File: src/hw/rtl/ctta_pkg.sv
`default_nettype none
// ----------------------------------------------------------------------------
// ctta_pkg
// Shared types and constants of the clock tree tick accumulator.
// ----------------------------------------------------------------------------
package ctta_pkg;

  localparam int unsigned PeriodW = 20;
  localparam int unsigned ElapsedW = 31;
  localparam int unsigned TickW = 32;
  localparam int unsigned AccW = 34;
  localparam int unsigned QueueDepth = 2;

  localparam logic [PeriodW-1:0] DcoPeriodRst = 20'd666;
  localparam logic [PeriodW-1:0] LfxtPeriodRst = 20'd30517;
  localparam logic [PeriodW-1:0] VloPeriodRst = 20'd83333;
  localparam logic [TickW-1:0] TickMax = 32'hFFFF_FFFF;

  typedef enum logic [2:0] {
    RegMclk = 3'd0,
    RegSmclk = 3'd1,
    RegAclk = 3'd2,
    RegDco = 3'd3,
    RegLfxt = 3'd4,
    RegVlo = 3'd5
  } reg_idx_e;

  typedef struct packed {
    logic [7:0] cycles;
    logic       cpu_off;
    logic       osc_off;
    logic       scg0;
    logic       scg1;
  } in_item_t;

  typedef struct packed {
    logic [ElapsedW-1:0] elapsed_ns;
    logic [TickW-1:0]    lfxt1_ticks;
    logic [TickW-1:0]    vlo_ticks;
    logic [TickW-1:0]    dco_ticks;
    logic [7:0]          mclk_ticks;
    logic [TickW-1:0]    aclk_ticks;
    logic [TickW-1:0]    smclk_ticks;
  } out_item_t;

  typedef struct packed {
    logic [3:0]         mclk_setup;
    logic [2:0]         smclk_setup;
    logic [3:0]         aclk_setup;
    logic [PeriodW-1:0] dco_period;
    logic [PeriodW-1:0] lfxt_period;
    logic [PeriodW-1:0] vlo_period;
  } cfg_t;

  // Classified word handed from the front end to the back end.
  typedef struct packed {
    logic [AccW-1:0] elapsed;
    logic [7:0]      mclk_ticks;
    logic            lfxt_run;
    logic            dco_run;
    logic            scg1;
  } job_t;

endpackage
`default_nettype wire

File: src/hw/rtl/ctta_cfg.sv
`default_nettype none
// ----------------------------------------------------------------------------
// ctta_cfg
// APB register file holding the clock setup and oscillator periods.
// ----------------------------------------------------------------------------
module ctta_cfg (
  input  wire logic        clk_i,
  input  wire logic        rst_ni,
  input  wire logic        psel,
  input  wire logic        penable,
  input  wire logic        pwrite,
  input  wire logic [4:0]  paddr,
  input  wire logic [31:0] pwdata,
  output logic [31:0]      prdata,
  output ctta_pkg::cfg_t   cfg_o
);
  import ctta_pkg::*;

  cfg_t cfg_q;
  logic [2:0] idx;
  logic wr;

  assign idx = paddr[4:2];
  assign wr = psel && penable && pwrite;

  always_ff @(posedge clk_i or negedge rst_ni) begin
    if (!rst_ni) begin
      cfg_q.mclk_setup <= '0;
      cfg_q.smclk_setup <= '0;
      cfg_q.aclk_setup <= '0;
      cfg_q.dco_period <= DcoPeriodRst;
      cfg_q.lfxt_period <= LfxtPeriodRst;
      cfg_q.vlo_period <= VloPeriodRst;
    end else if (wr) begin
      case (idx)
        RegMclk:  cfg_q.mclk_setup <= pwdata[3:0];
        RegSmclk: cfg_q.smclk_setup <= pwdata[2:0];
        RegAclk:  cfg_q.aclk_setup <= pwdata[3:0];
        RegDco:   cfg_q.dco_period <= pwdata[PeriodW-1:0];
        RegLfxt:  cfg_q.lfxt_period <= pwdata[PeriodW-1:0];
        RegVlo:   cfg_q.vlo_period <= pwdata[PeriodW-1:0];
        default:  ;
      endcase
    end
  end

  always_comb begin
    prdata = '0;
    case (idx)
      RegMclk:  prdata[3:0] = cfg_q.mclk_setup;
      RegSmclk: prdata[2:0] = cfg_q.smclk_setup;
      RegAclk:  prdata[3:0] = cfg_q.aclk_setup;
      RegDco:   prdata[PeriodW-1:0] = cfg_q.dco_period;
      RegLfxt:  prdata[PeriodW-1:0] = cfg_q.lfxt_period;
      RegVlo:   prdata[PeriodW-1:0] = cfg_q.vlo_period;
      default:  prdata = '0;
    endcase
  end

  assign cfg_o = cfg_q;

endmodule
`default_nettype wire

File: src/hw/rtl/ctta_front.sv
`default_nettype none
// ----------------------------------------------------------------------------
// ctta_front
// Accepts input words, computes elapsed time and oscillator gating.
// ----------------------------------------------------------------------------
module ctta_front (
  input  wire logic             clk_i,
  input  wire logic             rst_ni,
  input  wire ctta_pkg::cfg_t   cfg_i,
  input  wire logic             in_valid_i,
  output logic                  in_ready_o,
  input  wire ctta_pkg::in_item_t in_data_i,
  output logic                  job_valid_o,
  input  wire logic             job_ready_i,
  output ctta_pkg::job_t        job_o
);
  import ctta_pkg::*;

  logic busy_q;
  job_t job_q;
  logic [1:0] selm;
  logic [PeriodW-1:0] lf_period, src_period;
  logic [10:0] scaled;
  logic [AccW-1:0] product;
  job_t job_d;

  assign selm = cfg_i.mclk_setup[3:2];
  assign lf_period = (cfg_i.aclk_setup[3:2] == 2'd2) ? cfg_i.vlo_period : cfg_i.lfxt_period;
  assign src_period = selm[1] ? lf_period : cfg_i.dco_period;
  assign scaled = {3'd0, in_data_i.cycles} << cfg_i.mclk_setup[1:0];
  assign product = {3'd0, ElapsedW'(scaled) * ElapsedW'(src_period)};

  always_comb begin
    job_d.elapsed = product;
    job_d.mclk_ticks = in_data_i.cpu_off ? 8'd0 : in_data_i.cycles;
    job_d.lfxt_run = !in_data_i.osc_off || (selm[1] && !in_data_i.cpu_off);
    job_d.dco_run = !in_data_i.scg0 || (!selm[1] && !in_data_i.cpu_off)
                    || !cfg_i.smclk_setup[2];
    job_d.scg1 = in_data_i.scg1;
  end

  assign in_ready_o = !busy_q;
  assign job_valid_o = busy_q;
  assign job_o = job_q;

  always_ff @(posedge clk_i or negedge rst_ni) begin
    if (!rst_ni) begin
      busy_q <= 1'b0;
    end else if (in_valid_i && in_ready_o) begin
      busy_q <= 1'b1;
    end else if (job_ready_i) begin
      busy_q <= 1'b0;
    end
  end

  always_ff @(posedge clk_i) begin
    if (in_valid_i && in_ready_o) begin
      job_q <= job_d;
    end
  end

endmodule
`default_nettype wire

File: src/hw/rtl/ctta_queue.sv
`default_nettype none
// ----------------------------------------------------------------------------
// ctta_queue
// Two-entry queue of classified words between front and back ends.
// ----------------------------------------------------------------------------
module ctta_queue (
  input  wire logic           clk_i,
  input  wire logic           rst_ni,
  input  wire logic           wr_valid_i,
  output logic                wr_ready_o,
  input  wire ctta_pkg::job_t wr_data_i,
  output logic                rd_valid_o,
  input  wire logic           rd_ready_i,
  output ctta_pkg::job_t      rd_data_o
);
  import ctta_pkg::*;

  job_t mem_q [QueueDepth];
  logic wp_q, rp_q;
  logic [1:0] cnt_q;
  logic push, pop;

  assign wr_ready_o = cnt_q != 2'(QueueDepth);
  assign rd_valid_o = cnt_q != 2'd0;
  assign push = wr_valid_i && wr_ready_o;
  assign pop = rd_valid_o && rd_ready_i;
  assign rd_data_o = mem_q[rp_q];

  always_ff @(posedge clk_i or negedge rst_ni) begin
    if (!rst_ni) begin
      wp_q <= 1'b0;
      rp_q <= 1'b0;
      cnt_q <= 2'd0;
    end else begin
      if (push) wp_q <= ~wp_q;
      if (pop) rp_q <= ~rp_q;
      cnt_q <= cnt_q + 2'(push) - 2'(pop);
    end
  end

  always_ff @(posedge clk_i) begin
    if (push) mem_q[wp_q] <= wr_data_i;
  end

endmodule
`default_nettype wire

File: src/hw/rtl/ctta_back.sv
`default_nettype none
// ----------------------------------------------------------------------------
// ctta_back
// Advances the three oscillator accumulators with a shared restoring divider
// and forms the divided auxiliary and sub-main ticks.
// ----------------------------------------------------------------------------
module ctta_back (
  input  wire logic            clk_i,
  input  wire logic            rst_ni,
  input  wire ctta_pkg::cfg_t  cfg_i,
  input  wire logic            job_valid_i,
  output logic                 job_ready_o,
  input  wire ctta_pkg::job_t  job_i,
  output logic                 out_valid_o,
  input  wire logic            out_ready_i,
  output ctta_pkg::out_item_t  out_data_o
);
  import ctta_pkg::*;

  typedef enum logic [3:0] {
    StIdle = 4'b0001,
    StDiv  = 4'b0010,
    StFin  = 4'b0100,
    StOut  = 4'b1000
  } state_e;

  state_e state_q;
  logic [1:0] osc_q;       // 0 lfxt1, 1 vlo, 2 dco
  logic [5:0] bit_q;
  job_t job_q;
  logic [AccW:0] quo_q;
  logic [PeriodW:0] rem_q;
  logic [PeriodW-1:0] lfxt_rem_q, vlo_rem_q, dco_rem_q;
  logic [TickW-1:0] lfxt_t_q, vlo_t_q;
  logic [2:0] arem_q, srem_q;
  out_item_t out_q;

  logic [PeriodW-1:0] period;
  logic run;
  logic [PeriodW+1:0] trial;
  logic [TickW-1:0] sat_q;
  logic [TickW-1:0] dco_now;
  logic [TickW-1:0] lf_t, s_src;
  logic [TickW:0] a_acc, s_acc;
  logic [TickW-1:0] a_out, s_out;
  logic [1:0] diva, divs;

  always_comb begin
    unique case (osc_q)
      2'd0: begin
        period = cfg_i.lfxt_period; run = job_q.lfxt_run;
      end
      2'd1: begin
        period = cfg_i.vlo_period; run = 1'b1;
      end
      default: begin
        period = cfg_i.dco_period; run = job_q.dco_run;
      end
    endcase
  end

  assign trial = {rem_q, quo_q[AccW]} - {2'b0, period};
  assign sat_q = (quo_q[AccW:TickW] != '0) ? TickMax : quo_q[TickW-1:0];

  // DCO ticks of the current word, valid while finishing the last oscillator.
  assign dco_now = (period != '0 && run) ? sat_q : '0;

  assign diva = cfg_i.aclk_setup[1:0];
  assign divs = cfg_i.smclk_setup[1:0];
  assign lf_t = (cfg_i.aclk_setup[3:2] == 2'd2) ? vlo_t_q : lfxt_t_q;
  assign s_src = cfg_i.smclk_setup[2] ? lf_t : dco_now;
  assign a_acc = {30'd0, arem_q} + {1'b0, lf_t};
  assign s_acc = {30'd0, srem_q} + {1'b0, s_src};
  assign a_out = ((a_acc >> diva) > {1'b0, TickMax}) ? TickMax : TickW'(a_acc >> diva);
  assign s_out = ((s_acc >> divs) > {1'b0, TickMax}) ? TickMax : TickW'(s_acc >> divs);

  assign job_ready_o = state_q == StIdle;
  assign out_valid_o = state_q == StOut;
  assign out_data_o = out_q;

  // One quotient bit per cycle; 35 quotient bits per oscillator.
  always_ff @(posedge clk_i or negedge rst_ni) begin
    if (!rst_ni) begin
      state_q <= StIdle;
      osc_q <= 2'd0;
      bit_q <= '0;
      lfxt_rem_q <= '0;
      vlo_rem_q <= '0;
      dco_rem_q <= '0;
      arem_q <= '0;
      srem_q <= '0;
    end else begin
      unique case (state_q)
        StIdle: if (job_valid_i) begin
          state_q <= StFin;
          osc_q <= 2'd3;
        end
        StDiv: begin
          if (bit_q == 6'(AccW)) state_q <= StFin;
          bit_q <= bit_q + 6'd1;
        end
        StFin: begin
          if (osc_q != 2'd3) begin
            if (period != '0 && run) begin
              unique case (osc_q)
                2'd0: lfxt_rem_q <= rem_q[PeriodW-1:0];
                2'd1: vlo_rem_q <= rem_q[PeriodW-1:0];
                default: dco_rem_q <= rem_q[PeriodW-1:0];
              endcase
            end
          end
          if (osc_q == 2'd2) begin
            state_q <= StOut;
            arem_q <= a_acc[2:0] & ((3'd1 << diva) - 3'd1);
            if (!job_q.scg1) srem_q <= s_acc[2:0] & ((3'd1 << divs) - 3'd1);
          end else begin
            osc_q <= osc_q + 2'd1;
            state_q <= StDiv;
            bit_q <= '0;
          end
        end
        StOut: if (out_ready_i) state_q <= StIdle;
        default: state_q <= StIdle;
      endcase
    end
  end

  always_ff @(posedge clk_i) begin
    if (state_q == StIdle && job_valid_i) job_q <= job_i;
    if (state_q == StFin && osc_q != 2'd2) begin
      rem_q <= '0;
      quo_q <= (osc_q == 2'd3) ? {1'b0, job_q.elapsed} + {15'd0, lfxt_rem_q}
             : (osc_q == 2'd0) ? {1'b0, job_q.elapsed} + {15'd0, vlo_rem_q}
             : {1'b0, job_q.elapsed} + {15'd0, dco_rem_q};
    end
    if (state_q == StDiv) begin
      if (!trial[PeriodW+1]) begin
        rem_q <= trial[PeriodW:0];
        quo_q <= {quo_q[AccW-1:0], 1'b1};
      end else begin
        rem_q <= {rem_q[PeriodW-1:0], quo_q[AccW]};
        quo_q <= {quo_q[AccW-1:0], 1'b0};
      end
    end
    if (state_q == StFin && osc_q == 2'd0) lfxt_t_q <= (period != '0 && run) ? sat_q : '0;
    if (state_q == StFin && osc_q == 2'd1) vlo_t_q <= (period != '0) ? sat_q : '0;
    if (state_q == StFin && osc_q == 2'd2) begin
      out_q.elapsed_ns <= job_q.elapsed[ElapsedW-1:0];
      out_q.lfxt1_ticks <= lfxt_t_q;
      out_q.vlo_ticks <= vlo_t_q;
      out_q.dco_ticks <= dco_now;
      out_q.mclk_ticks <= job_q.mclk_ticks;
      out_q.aclk_ticks <= a_out;
      out_q.smclk_ticks <= job_q.scg1 ? '0 : s_out;
    end
  end

  assert property (@(posedge clk_i) disable iff (!rst_ni)
    $onehot(state_q)) else $error("state not one-hot");
  assert property (@(posedge clk_i) disable iff (!rst_ni)
    out_valid_o && !out_ready_i |=> out_valid_o && $stable(out_data_o))
    else $error("result changed while stalled");
  assert property (@(posedge clk_i) disable iff (!rst_ni)
    state_q == StDiv |-> bit_q <= 6'(AccW)) else $error("divider overran");

endmodule
`default_nettype wire

File: src/hw/rtl/clock_tree_tick_accumulator.sv
`default_nettype none
// ----------------------------------------------------------------------------
// clock_tree_tick_accumulator
// Converts main-clock cycle counts to elapsed time and oscillator ticks.
// ----------------------------------------------------------------------------
// The back end runs a shared restoring divider, one quotient bit per cycle over
// 35 bits, once for each of the three oscillators. A two-entry queue lets the
// front end take further words while the back end divides. Registers are
// written over APB.
module clock_tree_tick_accumulator (
  input  wire logic                clk_i,
  input  wire logic                rst_ni,
  input  wire logic                psel,
  input  wire logic                penable,
  input  wire logic                pwrite,
  input  wire logic [4:0]          paddr,
  input  wire logic [31:0]         pwdata,
  output logic [31:0]              prdata,
  output logic                     pready,
  input  wire logic                in_valid_i,
  output logic                     in_ready_o,
  input  wire ctta_pkg::in_item_t  in_data_i,
  output logic                     out_valid_o,
  input  wire logic                out_ready_i,
  output ctta_pkg::out_item_t      out_data_o
);
  import ctta_pkg::*;

  cfg_t cfg;
  job_t f_job, q_job;
  logic f_valid, f_ready, q_valid, q_ready;

  assign pready = 1'b1;

  ctta_cfg u_cfg (
    .clk_i, .rst_ni, .psel, .penable, .pwrite, .paddr, .pwdata, .prdata,
    .cfg_o(cfg)
  );

  ctta_front u_front (
    .clk_i, .rst_ni, .cfg_i(cfg), .in_valid_i, .in_ready_o,
    .in_data_i, .job_valid_o(f_valid), .job_ready_i(f_ready), .job_o(f_job)
  );

  ctta_queue u_queue (
    .clk_i, .rst_ni, .wr_valid_i(f_valid), .wr_ready_o(f_ready), .wr_data_i(f_job),
    .rd_valid_o(q_valid), .rd_ready_i(q_ready), .rd_data_o(q_job)
  );

  ctta_back u_back (
    .clk_i, .rst_ni, .cfg_i(cfg), .job_valid_i(q_valid), .job_ready_o(q_ready),
    .job_i(q_job), .out_valid_o, .out_ready_i, .out_data_o
  );

endmodule
`default_nettype wire
File: config.mk
export PLATFORM = sky130hd
export DESIGN_NAME = clock_tree_tick_accumulator
export DESIGN_NICKNAME = d
export VERILOG_FILES = /design/src/hw/rtl/ctta_pkg.sv /design/src/hw/rtl/ctta_cfg.sv /design/src/hw/rtl/ctta_front.sv /design/src/hw/rtl/ctta_queue.sv /design/src/hw/rtl/ctta_back.sv /design/src/hw/rtl/clock_tree_tick_accumulator.sv
export SDC_FILE = /design/constraint.sdc
export NUM_CORES = 2
export LEC_CHECK = 0
export ABC_AREA = 0
export BUFFER_PORTS_ARGS = -buffer_cell sky130_fd_sc_hd__buf_2
export CORE_AREA = 2 2 222 442
export CTS_CLUSTER_DIAMETER = 100
export DETAILED_ROUTE_END_ITERATION = 16
export DIE_AREA = 0 0 224 444
export PLACE_DENSITY = 0.62
export RECOVER_POWER = 25
export SYNTH_ARGS = -nofsm -noshare
export SYNTH_HDL_FRONTEND = slang
export SYNTH_SLANG_ARGS = --single-unit
File: constraint.sdc
create_clock -name clk_i -period 13.3 [get_ports clk_i]
set_input_delay 2.66 -clock clk_i [delete_from_list [all_inputs] [get_ports clk_i]]
set_output_delay 2.66 -clock clk_i [all_outputs]
set_load 0.05 [all_outputs]
# After elaboration in Yosys (flattened, before gate mapping)
# Memory sizes are Yosys's and may differ from the RTL's. A register that Yosys moved wholly into a read port is not among the register bits.
# Index checks and enable logic that the tools add are counted.
# word_totals
reg_bits	549
mem_bits_rw	84
inputBits	56
output_inout_bits	234
word_cells	162
mem_count	1
# classes
n_addsub	12
mul	1
magnitude_cmp	2
eq_ne	21
n_shift	5
muxes	34
bitwise	6
reduce_logical	45
# memory_table
memory	depth	width	rd	rd_ports_with_merged_regs	wr	line	source
u_queue.mem_q	2	42	1	1	1	ctta_queue.sv:18	job_t mem_q [QueueDepth];
# ops
operator	count
two-way mux 32 bit	5
two-way mux 35 bit	4
adder 34 x 20 -> 35 bit	3
adder 3 x 32 -> 33 bit	2
> comparator 33 x 32 -> 1 bit, second input constant	2
>> shifter 33 x 2 -> 33 bit	2
two-way mux 21 bit	3
one-hot mux 16 bit (3 select lines)	1
two-way mux 20 bit	2
one-hot mux 20 bit (2 select lines)	1
multiplier 11 x 20 -> 31 bit	1
subtractor 22 x 20 -> 22 bit	1
nonzero test 20 bit	1
one-hot mux 3 bit (6 select lines)	1
two-way mux 4 bit	4
one-hot mux 4 bit (4 select lines)	1
AND reduction 2 bit	8
logical AND 1 bit	12
one-hot mux 6 bit (2 select lines)	1
AND reduction 4 bit	3
<< shifter 8 x 2 -> 11 bit	1
nonzero test 2 bit	5
AND reduction 3 bit	3
!= test 2 bit, second input constant	4
other kinds (31)	55

# Logic depth before layout (Yosys ltp)
# logic_depth
ltp_word	10
ltp_mapped	33
ltp_nobuf	26

# Modules after synthesis
# A second synthesis with hierarchy kept.
# unflattened
hier_cells	3405
hier_area_um2	38670.8
# by_module_without_submodules
mod	instances	cells_each	area_each_um2	seq_area_each_um2
ctta_back	1	1999	22850.7	12883.6
ctta_front	1	1012	8994.9	1286.2
ctta_queue	1	162	3468.3	2802.7
ctta_cfg	1	230	3345.7	1804.2
clock_tree_tick_accumulator	1	2	11.3	0.0

# Least setup slack after synthesis
# No wires, ideal clock.
# synth_path
kind	input -> register
startpoint	input in_data_i[5] in the netlist's numbering
endpoint	register u_front.job_q, in the netlist u_front.job_o[40], data pin
setup_ns	0.266
t_arrival_ns	8.320
required_ns	13.034
setup_slack_ns	4.714
stages	25
n_path_buf	2
path_cell_list	mux2i_1 mux2i_1 clkbuf_1 clkbuf_1 nand2_1 fa_1 fa_1 fa_1 inv_1 fa_1 inv_1 fa_1 inv_1 ha_1 o21a_1 o2111a_1 o41ai_1 and3_1 o41a_1 o211ai_1 a31oi_1 nor2b_1 o21a_1 o41ai_1 xnor2_1
# synth_lines
element	line	source
start, declared	clock_tree_tick_accumulator.sv:22	input wire ctta_pkg::in_item_t in_data_i,
end signal, assigned	ctta_front.sv:58	job_q <= job_d;
end, declared	ctta_front.sv:20	job_t job_q;

# Worst setup path after layout
# layout_path
startpoint	register u_back.osc_q[0]
endpoint	register u_back.out_q, in the netlist u_back.out_data_o[14], data pin
# layout_between
elab_chain_len	10
elab_cells_between_ends	12
cone_classes	add/sub (1); order compare (1); eq/ne (1); shift (1); mux (5); reduce/logical (3)
# layout_rtl
element	line	source
start, declared	ctta_back.sv:28	logic [1:0] osc_q;
start signal, assigned	ctta_back.sv:117	osc_q <= osc_q + 2'd1;
== test 2 x 1 -> 1 bit or zero test 2 bit (tied branches)	ctta_back.sv:49	unique case (osc_q)
one-hot mux 20 bit (2 select lines)	ctta_back.sv:49	
nonzero test 20 bit	ctta_back.sv:66	assign dco_now = (period != '0 && run) ? sat_q : '0;
logical AND 1 bit *	ctta_back.sv:66	
two-way mux 32 bit *	ctta_back.sv:66	
named net u_back.dco_now[1]	ctta_back.sv:42	logic [TickW-1:0] dco_now;
two-way mux 32 bit *	ctta_back.sv:71	assign s_src = cfg_i.smclk_setup[2] ? lf_t : dco_now;
adder 3 x 32 -> 33 bit *	ctta_back.sv:73	assign s_acc = {30'd0, srem_q} + {1'b0, s_src};
>> shifter 33 x 2 -> 33 bit *	ctta_back.sv:75	assign s_out = ((s_acc >> divs) > {1'b0, TickMax}) ? TickMax : TickW'(s_acc >> divs);
> comparator 33 x 32 -> 1 bit	ctta_back.sv:75	
two-way mux 32 bit *	ctta_back.sv:75	
end, declared	ctta_back.sv:36	out_item_t out_q;
# The timed path passes the listed nets; every way through them passes the cells marked *.
# A chain may end at the register's enable or synchronous reset.

==> impl_metrics.toml <==
[job]
max_cap_viol_count = 6

[synthesis]
ys_ff_latch = 641
synthCells = 3446
synth_area_leaders = "edfxtp_1 (38%), fa_1 (8.7%), dfrtp_1 (8.6%)"
synth_flop_cell = "edfxtp_1"
synth_area_leader_cell = "edfxtp_1"
synth_cell_types = 88
avgSynthCellArea_um2 = 11.1
synthDominantCellAreaShare = 0.384
syn-cell-area_mm2 = 0.0381
asyncSetResetFlopFracSynth = 0.240
synth_seq_area_share = 0.486
synth_edf_count = 487
yosys_warnings = 0

[global_routing]
grt_pass1_wl_um = 176000
grt_max_degree = 97
grt_overflow = 0
track_usage = 0.238
grt_pass1_vias = 28000
antenna_found_initial = 3

[place]
port_buffers = 262
placed_cells = 4810
post-place-ws_ns = 3.89
dp_hpwl_um = 92000
gp_congestion = 0.997

[sta]
finClkSkew_ns = 0.0509
min_period_ns = 8.88
rsz0062_at_grt = "false"
slew_viol_final = 265
finalCritPeriodShare = 0.668
finalSetupTns_ns = 0
worst_pin_slew_ns = 2.79
hold_viol_final = 0
fmax_mhz = 113
whs_ns = 0.415
setup_viol = 0
worst_slack_ns = 4.42
relSlewSlack = -0.862

[setup_path]
crit_path_start_kind = "register"
cp-end-kind = "register"
crit_type = "register to register"
path_cells = "inv_1, ha_2, buf_4, nor2b_2, o21ai_0, a222oi_1, nand4_1, nor3_4, buf_4, nor3_1, mux2_2, ha_1, a21o_1, a21o_1, o221ai_1, a221oi_1, o21ai_0, a211o_1, nand3b_1, a21oi_1, xor2_1, mux2i_1, a221oi_1"
cp_num_cells = 23
required_ns = 13.75
worst_path_max_delay_cell = "nor2b_2"
crit_buf_inv = 3
arrival_ns = 9.32
cp_max_fo = 61
startpoint = "u_back.osc_q[0]$_DFFE_PN0P_"
r2r_start = "u_back.osc_q[0]$_DFFE_PN0P_"
reg2reg_depth = 23
critPathTopFamily = "compound AO/OA/AOI/OAI gates"
max_stage_delay_ns = 0.87

[clock_tree]
htree_levels = 2
postCtsSetupRepairBufs = 0
cts_buffers = 58
clkLatencyLatePin_ns = 0.67
post_cts_resized = 0
numClockSinks = 641
path_clk_slew_ns = 0.07
cts_buffer_depth = 3
root_buffer = "clkbuf_16"
cts_hold_buf = 0
cts_tree = "yes"

[drt]
route.vias.total = 27300
viasPerCell = 5.56
drtIter0Drc = 1452
dr.pass1.iters = 5
wl_per_cell_um = 24.2
totalWireLength_um = 119000
ant_nets = 0
drc = 0

[worst_hold_path]
hold_path_depth = 0
hold_path_class = "register to register"
holdCritStartpoint = "u_front.job_o[17]$_DFFE_PP_"

[layout]
drive_above_1_share = 0.182
utilization = 0.444
instances_no_fill = 4918
num-nets-final = 3993
areaGrowthSynthToFinish_pct = 12.1

[power]
p_per_area_mw_per_mm2 = 273
ir_worst_vdd_mv = 0.212
p_leak_nw = 17.2

[floorplan]
initial_utilization = 0.396
die_w_um = 224
ioPinCount = 290
dieArea_mm2 = 0.0995
core.rowCount = 161
core_mm2 = 0.0961
die_h_um = 444

[status]
status = "finished, violations left"
violations = "capacitance limit, slew limit"
-- flip-flops by register name, indices dropped and copies added, names as in the netlist --
name                 flops
u_queue.cnt_q            2
u_back.job_q            42
u_back.bit_q             6
u_back.rem_q            21
u_cfg.cfg_o             71
u_back.vlo_rem_q        20
u_front.job_valid_o      1
u_front.job_o           42
u_back.arem_q            3
u_back.lfxt_t_q         32
u_back.state_q           4
u_queue.wp_q             1
u_back.out_data_o      199
u_queue.mem_q           84
u_back.quo_q            35
u_back.lfxt_rem_q       20
u_back.srem_q            3
u_queue.rp_q             1
u_back.dco_rem_q        20
u_back.osc_q             2
u_back.vlo_t_q          32
-- worst reg2reg max path, cell delays in order (launching register included) --
cell and delay, ns:
dfrtp_1 0.44, inv_1 0.13, ha_2 0.17, buf_4 0.52, nor2b_2 0.89, o21ai_0 0.43
a222oi_1 0.52, nand4_1 0.43, nor3_4 0.23, buf_4 0.58, nor3_1 0.20, mux2_2 0.35
ha_1 0.28, a21o_1 0.12, a21o_1 0.14, o221ai_1 0.24, a221oi_1 0.29, o21ai_0 0.17
a211o_1 0.35, nand3b_1 0.35, a21oi_1 0.23, xor2_1 0.76, mux2i_1 0.38, a221oi_1 0.47
-- power breakdown --
| part | internal, W | switching (W) |
|---|---|---|
| clock | 0.000968 | 0.000770 |
| combinational | 0.00253 | 0.00399 |
| sequential | 0.00306 | 0.000332 |
-- final cells by class --
class                      count  area, um2
tap                         1222       1530
multi-input combinational   2420      18200
clock buffer                  72       1550
fill                        8965      53400
sequential                   641      18500
timing repair buffer         326       1780
antenna                        1       2.50
clock inverter                35        400
inverter                     201        762
-- layout by cell type, fill, tap and decap left out, types with 33 or more instances in the layout --
master	instances
edfxtp_1	487
nand2_1	472
nor2_1	273
buf_2	259
inv_1	199
mux2_2	184
o21ai_0	166
fa_1	165
a21oi_1	136
dfrtp_1	130
ha_1	123
mux2i_1	110
xnor2_1	66
buf_4	60
clkbuf_16	59
xor2_1	50
and2_1	48
nor2b_1	48
nand3_1	46
nor3_1	46
or3_1	36
nand2b_1	35
a21o_1	33
-- per-layer routing --
layer	GRT usage	part of all wire	wire length (um)	vias up
met1	0.238	0.34	40300	13600
met5	0	0	0	-
li1	-	-	-	12500
met2	0.437	0.52	62100	928
met3	0.0303	0.043	5160	318
met4	0.196	0.095	11300	0
-- final timing paths --
check,to,slack [ns]
max in group asynchronous,u_front.job_valid_o$_DFFE_PN0P_,9.81
max,u_back.out_data_o[14]$_SDFFCE_PP0P_,4.42
max reg2reg,u_back.out_data_o[14]$_SDFFCE_PP0P_,4.42
min reg2reg,u_queue.mem_q[0][17]$_DFFE_PP_,0.42
min in group asynchronous,u_back.vlo_rem_q[0]$_DFFE_PN0P_,2.04
min,u_queue.mem_q[0][17]$_DFFE_PP_,0.42
-- Yosys cell counts, types with 28 or more instances --
master and number:
nor2_1 274, dfrtp_1 131, or3_1 36, xor2_1 50, nand2_1 473, fa_1 165
nand3_1 46, a21oi_1 136, xnor2_1 66, inv_1 200, clkbuf_1 133, nor3_1 48
nor2b_1 51, ha_1 124, a21o_1 33, mux2i_1 110, and2_1 51, mux2_2 186
nand2b_1 35, edfxtp_1 487, a31oi_1 28, o21ai_0 168
-- per-stage QoR --
step | area [um2] | total power (W)
finish | 42700 | 0.0117
global route | 42700 | 0.0126
CTS | 42700 | 0.0117
detailed placement | 40800 | 0.00990
global placement | 40800 | 0.00976
floorplan | 38100 | 0.00820
-- cells by family after synthesis --
kind of cell,synth area share
AND/OR/NAND/NOR,0.133
flip-flops,0.486
AO/OA/AOI/OAI,0.100
buffers and inverters,0.0421
multiplexers,0.0846
adder cells (fa/ha/maj),0.127
XOR/XNOR,0.0267
other,0.000197
(Power assumes the default switching activity.)
